===== config.mk =====
export PLATFORM = sky130hd
export DESIGN_NAME = button_mode_selector
export DESIGN_NICKNAME = d
export VERILOG_FILES = /design/src/bms_pkg.sv /design/src/button_mode_selector.sv /design/src/bms_cfg.sv /design/src/bms_ctrl.sv
export SDC_FILE = /design/constraint.sdc
export NUM_CORES = 1
export LEC_CHECK = 0
export ABC_AREA = 1
export BUFFER_PORTS_ARGS = -buffer_cell sky130_fd_sc_hd__buf_2
export CORE_MARGIN = 2
export CORE_UTILIZATION = 56
export CTS_BUF_LIST = sky130_fd_sc_hd__clkbuf_16
export CTS_CLUSTER_DIAMETER = 100
export CTS_CLUSTER_SIZE = 10
export DETAILED_ROUTE_END_ITERATION = 8
export GPL_TIMING_DRIVEN = 0
export PLACE_DENSITY = 0.85
export SYNTH_ARGS = -nofsm -noshare
export SYNTH_HDL_FRONTEND = slang
export SYNTH_SLANG_ARGS = --single-unit

===== constraint.sdc =====
create_clock -name clk -period 7.11 [get_ports clk]
set_clock_uncertainty 0.2 [all_clocks]
set_input_delay 1.422 -clock clk [delete_from_list [all_inputs] [get_ports clk]]
set_output_delay 1.422 -clock clk [all_outputs]
set_load 0.03 [all_outputs]

===== src/bms_pkg.sv =====
// Shared types, codes and constants for the button mode selector.
package bms_pkg;

  // item op codes
  localparam logic [1:0] OP_TICK = 2'd0;
  localparam logic [1:0] OP_PIN  = 2'd1;
  localparam logic [1:0] OP_ARM  = 2'd2;

  // status codes
  localparam logic [1:0] ST_SLEEP  = 2'd0;
  localparam logic [1:0] ST_WAIT   = 2'd1;
  localparam logic [1:0] ST_NOSEL  = 2'd2;
  localparam logic [1:0] ST_NEWSEL = 2'd3;

  // phase codes
  localparam logic [1:0] PH_IDLE     = 2'd0;
  localparam logic [1:0] PH_PRESS    = 2'd1;
  localparam logic [1:0] PH_ANNOUNCE = 2'd2;
  localparam logic [1:0] PH_RELEASE  = 2'd3;

  // config register indexes
  localparam int CFG_ADDR_W = 3;
  localparam int CFG_DATA_W = 15;
  localparam logic [CFG_ADDR_W-1:0] REG_DEBOUNCE  = 3'd0;
  localparam logic [CFG_ADDR_W-1:0] REG_LONG_BEEP = 3'd1;
  localparam logic [CFG_ADDR_W-1:0] REG_SHORT_BEEP = 3'd2;
  localparam logic [CFG_ADDR_W-1:0] REG_PAUSE     = 3'd3;
  localparam logic [CFG_ADDR_W-1:0] REG_SEL_TMO   = 3'd4;
  localparam logic [CFG_ADDR_W-1:0] REG_MAX_MODE  = 3'd5;

  // width of the announce timeout sum before saturation
  localparam int SUM_W = 17;

  typedef struct packed {
    logic [1:0] op;
    logic       pin_level;
  } in_item_t;

  typedef struct packed {
    logic [1:0]  status;
    logic [3:0]  mode;
    logic        beep_start;
    logic [4:0]  beep_count;
    logic [10:0] beep_on_ms;
    logic [9:0]  beep_gap_ms;
  } out_item_t;

  typedef struct packed {
    logic [9:0]  debounce_ms;
    logic [10:0] long_beep_ms;
    logic [9:0]  short_beep_ms;
    logic [9:0]  beep_pause_ms;
    logic [14:0] selection_timeout_ms;
    logic [3:0]  max_mode;
  } cfg_t;

endpackage


===== src/button_mode_selector.sv =====
// Top level of the button mode selector: item/result registers and handshakes.
//
//   channel   signals                            dir   accepted when
//   item      item_valid, item_ready, item       in    item_valid & item_ready
//   result    result_valid, result_ready, result out   result_valid & result_ready
//   config    cfg_we, cfg_addr, cfg_data         in    cfg_we
//
// One item per clock sustained while results are taken without stall; an
// accepted item waits in the input register, then its result is loaded
// into the result register when that register is empty or being drained.
// The announce timeout multiply-add sits in the single update-logic stage.
// Synchronous active-high rst clears state, timer, mode and config to defaults.
// A stalled result holds the pipe; the input register still takes an item
// while the result register waits, then item_ready drops until result drains.
module button_mode_selector #(
  parameter int TIMER_BITS = 16
) (
  input  logic                            clk,
  input  logic                            rst,
  input  logic                            item_valid,
  output logic                            item_ready,
  input  bms_pkg::in_item_t               item,
  output logic                            result_valid,
  input  logic                            result_ready,
  output bms_pkg::out_item_t              result,
  input  logic                            cfg_we,
  input  logic [bms_pkg::CFG_ADDR_W-1:0]  cfg_addr,
  input  logic [bms_pkg::CFG_DATA_W-1:0]  cfg_data
);
  import bms_pkg::*;

  cfg_t      cfg;
  in_item_t  item_q;
  logic      item_q_valid;
  logic      advance;
  out_item_t result_next;

  // stage advances when the result register is empty or being drained
  assign advance    = item_q_valid && (!result_valid || result_ready);
  assign item_ready = !item_q_valid || advance;

  bms_cfg u_cfg (
    .clk      (clk),
    .rst      (rst),
    .cfg_we   (cfg_we),
    .cfg_addr (cfg_addr),
    .cfg_data (cfg_data),
    .cfg      (cfg)
  );

  bms_ctrl #(
    .TIMER_BITS (TIMER_BITS)
  ) u_ctrl (
    .clk    (clk),
    .rst    (rst),
    .fire   (advance),
    .item   (item_q),
    .cfg    (cfg),
    .result (result_next)
  );

  // input register
  always_ff @(posedge clk) begin
    if (rst) begin
      item_q_valid <= 1'b0;
    end else if (item_ready) begin
      item_q_valid <= item_valid;
    end
  end

  always_ff @(posedge clk) begin
    if (item_valid && item_ready) item_q <= item;
  end

  // result register
  always_ff @(posedge clk) begin
    if (rst) begin
      result_valid <= 1'b0;
    end else if (advance) begin
      result_valid <= 1'b1;
    end else if (result_ready) begin
      result_valid <= 1'b0;
    end
  end

  always_ff @(posedge clk) begin
    if (advance) result <= result_next;
  end

  a_hold_on_stall: assert property (@(posedge clk) disable iff (rst)
    item_q_valid && result_valid && !result_ready |=> item_q_valid)
    else $error("buffered item lost during stall");

  a_no_overwrite: assert property (@(posedge clk) disable iff (rst)
    advance |-> !result_valid || result_ready)
    else $error("result overwritten before taken");

  a_ready_when_empty: assert property (@(posedge clk) disable iff (rst)
    !item_q_valid |-> item_ready)
    else $error("input blocked while empty");

endmodule


===== src/bms_cfg.sv =====
// Configuration register bank for the button mode selector.
module bms_cfg (
  input  logic                            clk,
  input  logic                            rst,
  input  logic                            cfg_we,
  input  logic [bms_pkg::CFG_ADDR_W-1:0]  cfg_addr,
  input  logic [bms_pkg::CFG_DATA_W-1:0]  cfg_data,
  output bms_pkg::cfg_t                   cfg
);
  import bms_pkg::*;

  always_ff @(posedge clk) begin
    if (rst) begin
      cfg.debounce_ms          <= 10'd50;
      cfg.long_beep_ms         <= 11'd500;
      cfg.short_beep_ms        <= 10'd100;
      cfg.beep_pause_ms        <= 10'd100;
      cfg.selection_timeout_ms <= 15'd1000;
      cfg.max_mode             <= 4'd3;
    end else if (cfg_we) begin
      unique case (cfg_addr)
        REG_DEBOUNCE:   cfg.debounce_ms          <= cfg_data[9:0];
        REG_LONG_BEEP:  cfg.long_beep_ms         <= cfg_data[10:0];
        REG_SHORT_BEEP: cfg.short_beep_ms        <= cfg_data[9:0];
        REG_PAUSE:      cfg.beep_pause_ms        <= cfg_data[9:0];
        REG_SEL_TMO:    cfg.selection_timeout_ms <= cfg_data[14:0];
        REG_MAX_MODE:   cfg.max_mode             <= cfg_data[3:0];
        default: ;
      endcase
    end
  end

endmodule


===== src/bms_ctrl.sv =====
// Selection state machine, one-shot timer and beep command logic.
module bms_ctrl #(
  parameter int TIMER_BITS = 16
) (
  input  logic                clk,
  input  logic                rst,
  input  logic                fire,
  input  bms_pkg::in_item_t   item,
  input  bms_pkg::cfg_t       cfg,
  output bms_pkg::out_item_t  result
);
  import bms_pkg::*;

  localparam int CMP_W = (TIMER_BITS > SUM_W) ? TIMER_BITS : SUM_W;
  localparam logic [CMP_W-1:0] TMAX = CMP_W'((64'd1 << TIMER_BITS) - 64'd1);

  logic [1:0]            phase, phase_next;
  logic [TIMER_BITS-1:0] countdown, countdown_next;
  logic [3:0]            mode_value, mode_next;
  logic [1:0]            status_reg, status_next;
  logic                  armed, armed_next;

  logic                  do_announce, load_debounce;
  logic [4:0]            mode_inc;
  logic [3:0]            mode_adv;
  logic [4:0]            beep_n;
  logic [10:0]           unit_ms;
  logic [15:0]           beeps_ms;
  logic [SUM_W-1:0]      ann_sum;
  logic [CMP_W-1:0]      ann_ext;
  logic [TIMER_BITS-1:0] ann_load;
  logic [TIMER_BITS-1:0] deb_load;

  // advanced mode, wraps past max_mode
  assign mode_inc = {1'b0, mode_value} + 5'd1;
  assign mode_adv = (mode_inc > {1'b0, cfg.max_mode}) ? 4'd0 : mode_inc[3:0];

  // announce timeout from the mode being announced
  assign beep_n   = {1'b0, mode_next} + 5'd1;
  assign unit_ms  = {1'b0, cfg.short_beep_ms} + {1'b0, cfg.beep_pause_ms};
  assign beeps_ms = (mode_next == 4'd0) ? {5'd0, cfg.long_beep_ms}
                                        : {5'd0, unit_ms} * {11'd0, beep_n};
  assign ann_sum  = {1'b0, beeps_ms} + {2'b0, cfg.selection_timeout_ms};
  assign ann_ext  = CMP_W'(ann_sum);
  assign ann_load = (ann_ext > TMAX) ? TIMER_BITS'(TMAX) : TIMER_BITS'(ann_ext);
  assign deb_load = TIMER_BITS'(cfg.debounce_ms);

  always_comb begin
    phase_next     = phase;
    countdown_next = countdown;
    mode_next      = mode_value;
    status_next    = status_reg;
    armed_next     = armed;
    do_announce    = 1'b0;
    load_debounce  = 1'b0;

    unique case (item.op)
      OP_TICK: begin
        if (phase != PH_IDLE) begin
          if (countdown <= TIMER_BITS'(1)) begin
            countdown_next = '0;
            unique case (phase)
              PH_PRESS: begin
                if (item.pin_level) begin
                  mode_next   = (mode_value == 4'd0) ? 4'd1 : 4'd0;
                  do_announce = 1'b1;
                end else begin
                  status_next = ST_NOSEL;
                  phase_next  = PH_IDLE;
                end
              end
              PH_ANNOUNCE: begin
                if (item.pin_level) begin
                  mode_next   = mode_adv;
                  do_announce = 1'b1;
                end else begin
                  load_debounce = 1'b1;
                  phase_next    = PH_RELEASE;
                end
              end
              PH_RELEASE: begin
                if (item.pin_level) begin
                  mode_next   = mode_adv;
                  do_announce = 1'b1;
                end else begin
                  status_next = ST_NEWSEL;
                  phase_next  = PH_IDLE;
                end
              end
              default: phase_next = PH_IDLE;
            endcase
          end else begin
            countdown_next = countdown - TIMER_BITS'(1);
          end
        end
      end
      OP_PIN: begin
        if (armed) begin
          armed_next    = 1'b0;
          status_next   = ST_WAIT;
          load_debounce = 1'b1;
          phase_next    = PH_PRESS;
        end
      end
      OP_ARM: begin
        status_next = ST_SLEEP;
        armed_next  = 1'b1;
      end
      default: ;
    endcase

    if (do_announce) begin
      phase_next     = PH_ANNOUNCE;
      countdown_next = ann_load;
    end
    if (load_debounce) countdown_next = deb_load;
  end

  always_comb begin
    result.status      = status_next;
    result.mode        = mode_next;
    result.beep_start  = do_announce;
    result.beep_count  = '0;
    result.beep_on_ms  = '0;
    result.beep_gap_ms = '0;
    if (do_announce) begin
      if (mode_next == 4'd0) begin
        result.beep_count = 5'd1;
        result.beep_on_ms = cfg.long_beep_ms;
      end else begin
        result.beep_count  = beep_n;
        result.beep_on_ms  = {1'b0, cfg.short_beep_ms};
        result.beep_gap_ms = cfg.beep_pause_ms;
      end
    end
  end

  always_ff @(posedge clk) begin
    if (rst) begin
      phase      <= PH_IDLE;
      countdown  <= '0;
      mode_value <= '0;
      status_reg <= ST_SLEEP;
      armed      <= 1'b0;
    end else if (fire) begin
      phase      <= phase_next;
      countdown  <= countdown_next;
      mode_value <= mode_next;
      status_reg <= status_next;
      armed      <= armed_next;
    end
  end

  // idle is only entered through reset or an expiry, both of which clear the timer
  a_idle_timer_clear: assert property (@(posedge clk) disable iff (rst)
    phase == PH_IDLE |-> countdown == '0)
    else $error("timer running while idle");

  a_beep_enters_announce: assert property (@(posedge clk) disable iff (rst)
    fire && result.beep_start |=> phase == PH_ANNOUNCE)
    else $error("beep issued without announce phase");

  a_arm_sets: assert property (@(posedge clk) disable iff (rst)
    fire && item.op == OP_ARM |=> armed && status_reg == ST_SLEEP)
    else $error("arm item not applied");

  a_pin_disarms: assert property (@(posedge clk) disable iff (rst)
    fire && item.op == OP_PIN && armed |=> !armed && phase == PH_PRESS)
    else $error("pin change did not start press debounce");

endmodule

==> metrics.md <==
| Metric | Value |
|---|---|
| Die area | between 0.015 and 0.02 mm^2 |
| Worst R2R End | u_ctrl.countdown[13] |
| Initial antenna violation count | 0 |
| Initial Util | 0.5672 |
| Setup WS pre-CTS | -1.038 ns |
| Outcome | finished, violations left |
| DR top layer | met4 |
| Post-synthesis async set-or-reset flop share | 0 |
| CP Class | register to register |
| Failing checks | DRC, setup timing |
| Critical Path End Type | register |
| CTS Buf Count | 17 |
| WL met2 | approximately 12000 um |
| Reg-to-Reg Start | u_ctrl.mode_value[0] |
| Crit share post-route | 1.034 |
| Die X | 127.4 um |
| Flop pwr share | 0.338 |
| Die Y | about 130 um |
| Setup crit start kind | register |
| Port bufs | 59 |
| HP Start | u_cfg.cfg[43] |
| Wire per inst | between 15 and 20 um |
| Worst r2r path cells | 38 |
| Sink Count | roughly 120 |
| Yosys warnings | 0 |
| Drt total wl | 26300 um |
| Post-Syn Nets | about 1.3k |
| Antenna Nets Post-Route | 0 |
| FF+latch count, synth | 123 |
| Power density over the cells | ~210 mW/mm^2 |
| P&R area growth vs syn | 22.86% |
| Sw power | 0.7964 mW |
| Flop2flop setup slack | -0.24 ns |
| Worst slew pin tran | around 1.2 ns |
| CTS Hold Buffers Added | 0 |
| Synth Cell Area | 0.008527 mm^2 |
| GRT overflow | 0 |
| CP max stage cell | fa_2 |
| Io pins | roughly 60 |
| Most frequent CP cell | nand2_1 |
| Largest net degree at the start of global routing | 40 |
| Register area share after synthesis | 0.3310 |
| # diodes | 0 |
| Avg Vias per Cell | between 5 and 6 |
| Synth area leaders | dfxtp_1 20%, edfxtp_1 13%, nand2_1 10% |
| Clock share of power | 0.377 |
| Critical path arrival | approximately 7.4 ns |
| Fin. Hold Viols | 0 |
| CTS tree | yes |
| Post-synth EDFFs | 36 |
| Setup ws final | -0.2394 ns |
| Met3 wire len | around 2600 um |
| FMAX | ~140 MHz |
| GRT Resource Usage Total | 0.3012 |
| Clk slew on worst S/H paths | around 0.070 ns |
| Critical Path RT | slightly above 7 ns |
| Sw Ratio | 0.3538 |
| Share of the synthesized area in the top cell type | 0.2043 |
| Period minus WS final | about 7.3 ns |
| Leakage | 4.843 nW |
| Synth area leader | dfxtp_1 |
| Final Slew Violations | 0 |
| Fill count | about 1.1k |
| First-pass GRT wire length | between 30000 and 40000 um |
| Worst-case clock buffer depth | 2 |
| Final Core Density | 0.6969 |
| Pwr Total | around 2.3 mW |
| H-Tree Depth | 4 |
| Min-Delay Path Class | register to register |
| Final setup viols | 16 |
| Share of layout cells above drive strength 1 | 0.2113 |
| RePlAce Congestion | just over 0.9 |
| Vias in the first global route | ~7.8k |
| Core box area | around 0.015 mm^2 |
| RSZ-0062 raised after global routing | true |
| Endpoint, Worst Hold | u_cfg.cfg[43] |
| Peak VDD IR | between 0.2 and 0.25 mV |
| Mapped Cells | ~1.1k |
| Routed vias | between 8k and 9k |
| Most flops, register | u_cfg.cfg |
| Nets@finish | ~1.4k |
| Drt pass-1 iters | 9 |
| Synth unique cells | 48 |
| DR iter-0 viols | 1140 |
| DRC viols | 1 |
| Worst slew margin | 0.1878 |
| Post-synth top flop | dfxtp_1 |
| Cells on Worst Hold Path | 2 |
| Cell-internal power | 1.455 mW |
| Row count | 45 |
| Top delay family on crit path | adder cells |
| Regs by FF count | u_cfg.cfg (60), result (33), u_ctrl.countdown (16) |
| Worst skew pair latency | roughly 0.44 ns |
| Root Driver | clkbuf_16 |
| Gate power share | 0.285 |
| MaxCap Viol Count | 0 |
| Detailed placement HPWL | around 17000 um |
| Number of buffers and inverters on the critical path | 6 |
| Crit-path max cell delay | roughly 0.58 ns |
| CP max FO | 5 |
| Synth Area per Inst | approximately 7.4 um^2 |
| Max FFs per register | 60 |
| Metal-1 WL | ~10000 um |
==> power groups by stage <==
stage | logic [mW] | registers [mW] | clock network (mW)
after global routing | 0.695 | 0.762 | 0.879
after detailed placement | 0.477 | 0.773 | 0
after floorplan | 0.346 | 0.786 | 0
after CTS | 0.542 | 0.759 | 0.839
final | 0.642 | 0.761 | 0.848
after global placement | 0.468 | 0.773 | 0
==> synth_stat cells (2+ instances only) <==
| cell | instances |
|---|---|
| nand2_1 | 229 |
| inv_1 | 147 |
| nor2_1 | 139 |
| a21oi_1 | 112 |
| dfxtp_1 | 87 |
| o21ai_0 | 83 |
| ha_1 | 64 |
| nand3_1 | 64 |
| edfxtp_1 | 36 |
| fa_1 | 29 |
| clkbuf_1 | 23 |
| xnor2_1 | 20 |
| xor2_1 | 19 |
| nor3_1 | 10 |
| o21ai_1 | 9 |
| a21o_1 | 5 |
| nand4_1 | 5 |
| nor2_2 | 5 |
| nor2_4 | 5 |
| o211ai_1 | 5 |
| buf_2 | 4 |
| or2_2 | 4 |
| a211oi_1 | 3 |
| inv_2 | 3 |
| nand2_2 | 3 |
| o2111ai_1 | 3 |
| or2_1 | 3 |
| a31oi_1 | 2 |
| buf_4 | 2 |
| buf_6 | 2 |
| clkinv_1 | 2 |
| o221ai_1 | 2 |
==> layer usage <==
| metal | track usage | vias to the layer above |
|---|---|---|
| li1 | - | 3971 |
| met1 | 0.4019 | 3933 |
| met2 | 0.4825 | 555 |
| met3 | 0.04523 | 153 |
| met4 | 0.1448 | 0 |
| met5 | 0 | - |
==> cell type report <==
cell class / count / area, um^2 / area share
Sequential cell: 123 / 2829 / 0.2700
Multi-Input combinational cell: 838 / 5527 / 0.5275
Tap cell: 188 / 235.2 / 0.02245
Clock buffer: 17 / 425.4 / 0.04061
Inverter: 152 / 580.6 / 0.05542
Timing Repair Buffer: 96 / 588.1 / 0.05613
Clock inverter: 15 / 143.9 / 0.01373
Buffer: 32 / 147.6 / 0.01409
==> tightest hold or removal path, delay by kind of cell, from the launching register on <==
kind,cells,cell delay [ns]
DFF,1,0.33
and+or+nand+nor,2,0.10
==> logic make-up after synthesis <==
| logic type | count (synthesis) | synth area share |
|---|---|---|
| buf+inv | 184 | 0.08422 |
| flops | 123 | 0.3310 |
| simple gates | 472 | 0.2336 |
| xor+xnor | 39 | 0.04006 |
| compound gates | 234 | 0.1491 |
| fa+ha+maj | 93 | 0.1620 |
==> repair_timing <==
action                                  4_1_cts  5_1_grt
pin swaps                                    25       50
cloned                                        1        0
endpoints found under the setup margin       16       16
resized for setup                            57       92
buffers inserted                             17       19
==> stage by stage <==
stage	TNS [ns]	hold slack (ns)	instance area, um^2	std cells
finish	-3.263	0.2627	10480	1461
global route	-8.466	0.2875	10480	1461
CTS	0	0.2607	10000	1442
detailed placement	-15.28	0.2444	9057	1392
global placement	-14.05	0.2420	9057	1392
floorplan	0	0.2292	8527	1145
==> worst max-delay path by stage <==
stage,endpoint,cells after the start,slack [ns],start
after floorplan,u_ctrl.countdown[14],42,0.07,u_ctrl.mode_value[0]
after CTS,u_ctrl.countdown[14],45,0.004,u_ctrl.mode_value[0]
after global placement,u_ctrl.countdown[13],38,-0.97,u_ctrl.mode_value[0]
after detailed placement,u_ctrl.countdown[14],42,-1.04,u_ctrl.mode_value[0]
after global routing,u_ctrl.countdown[13],40,-0.58,u_ctrl.mode_value[0]
final,u_ctrl.countdown[13],38,-0.24,u_ctrl.mode_value[0]
==> cell usage in the layout (no fill, tap or decap), types with 18 or more instances in the layout <==
cell and instances:
o21ai_0 72, inv_1 137, nand2_2 20, a21oi_1 91
ha_1 50, buf_2 63, dfxtp_1 84, nand3_1 54
buf_4 35, xor2_1 18, clkbuf_1 23, edfxtp_1 36
xnor2_1 19, nand2_1 207, fa_1 27, nor2_1 125
a21oi_2 19
(Power assumes the default switching activity.)
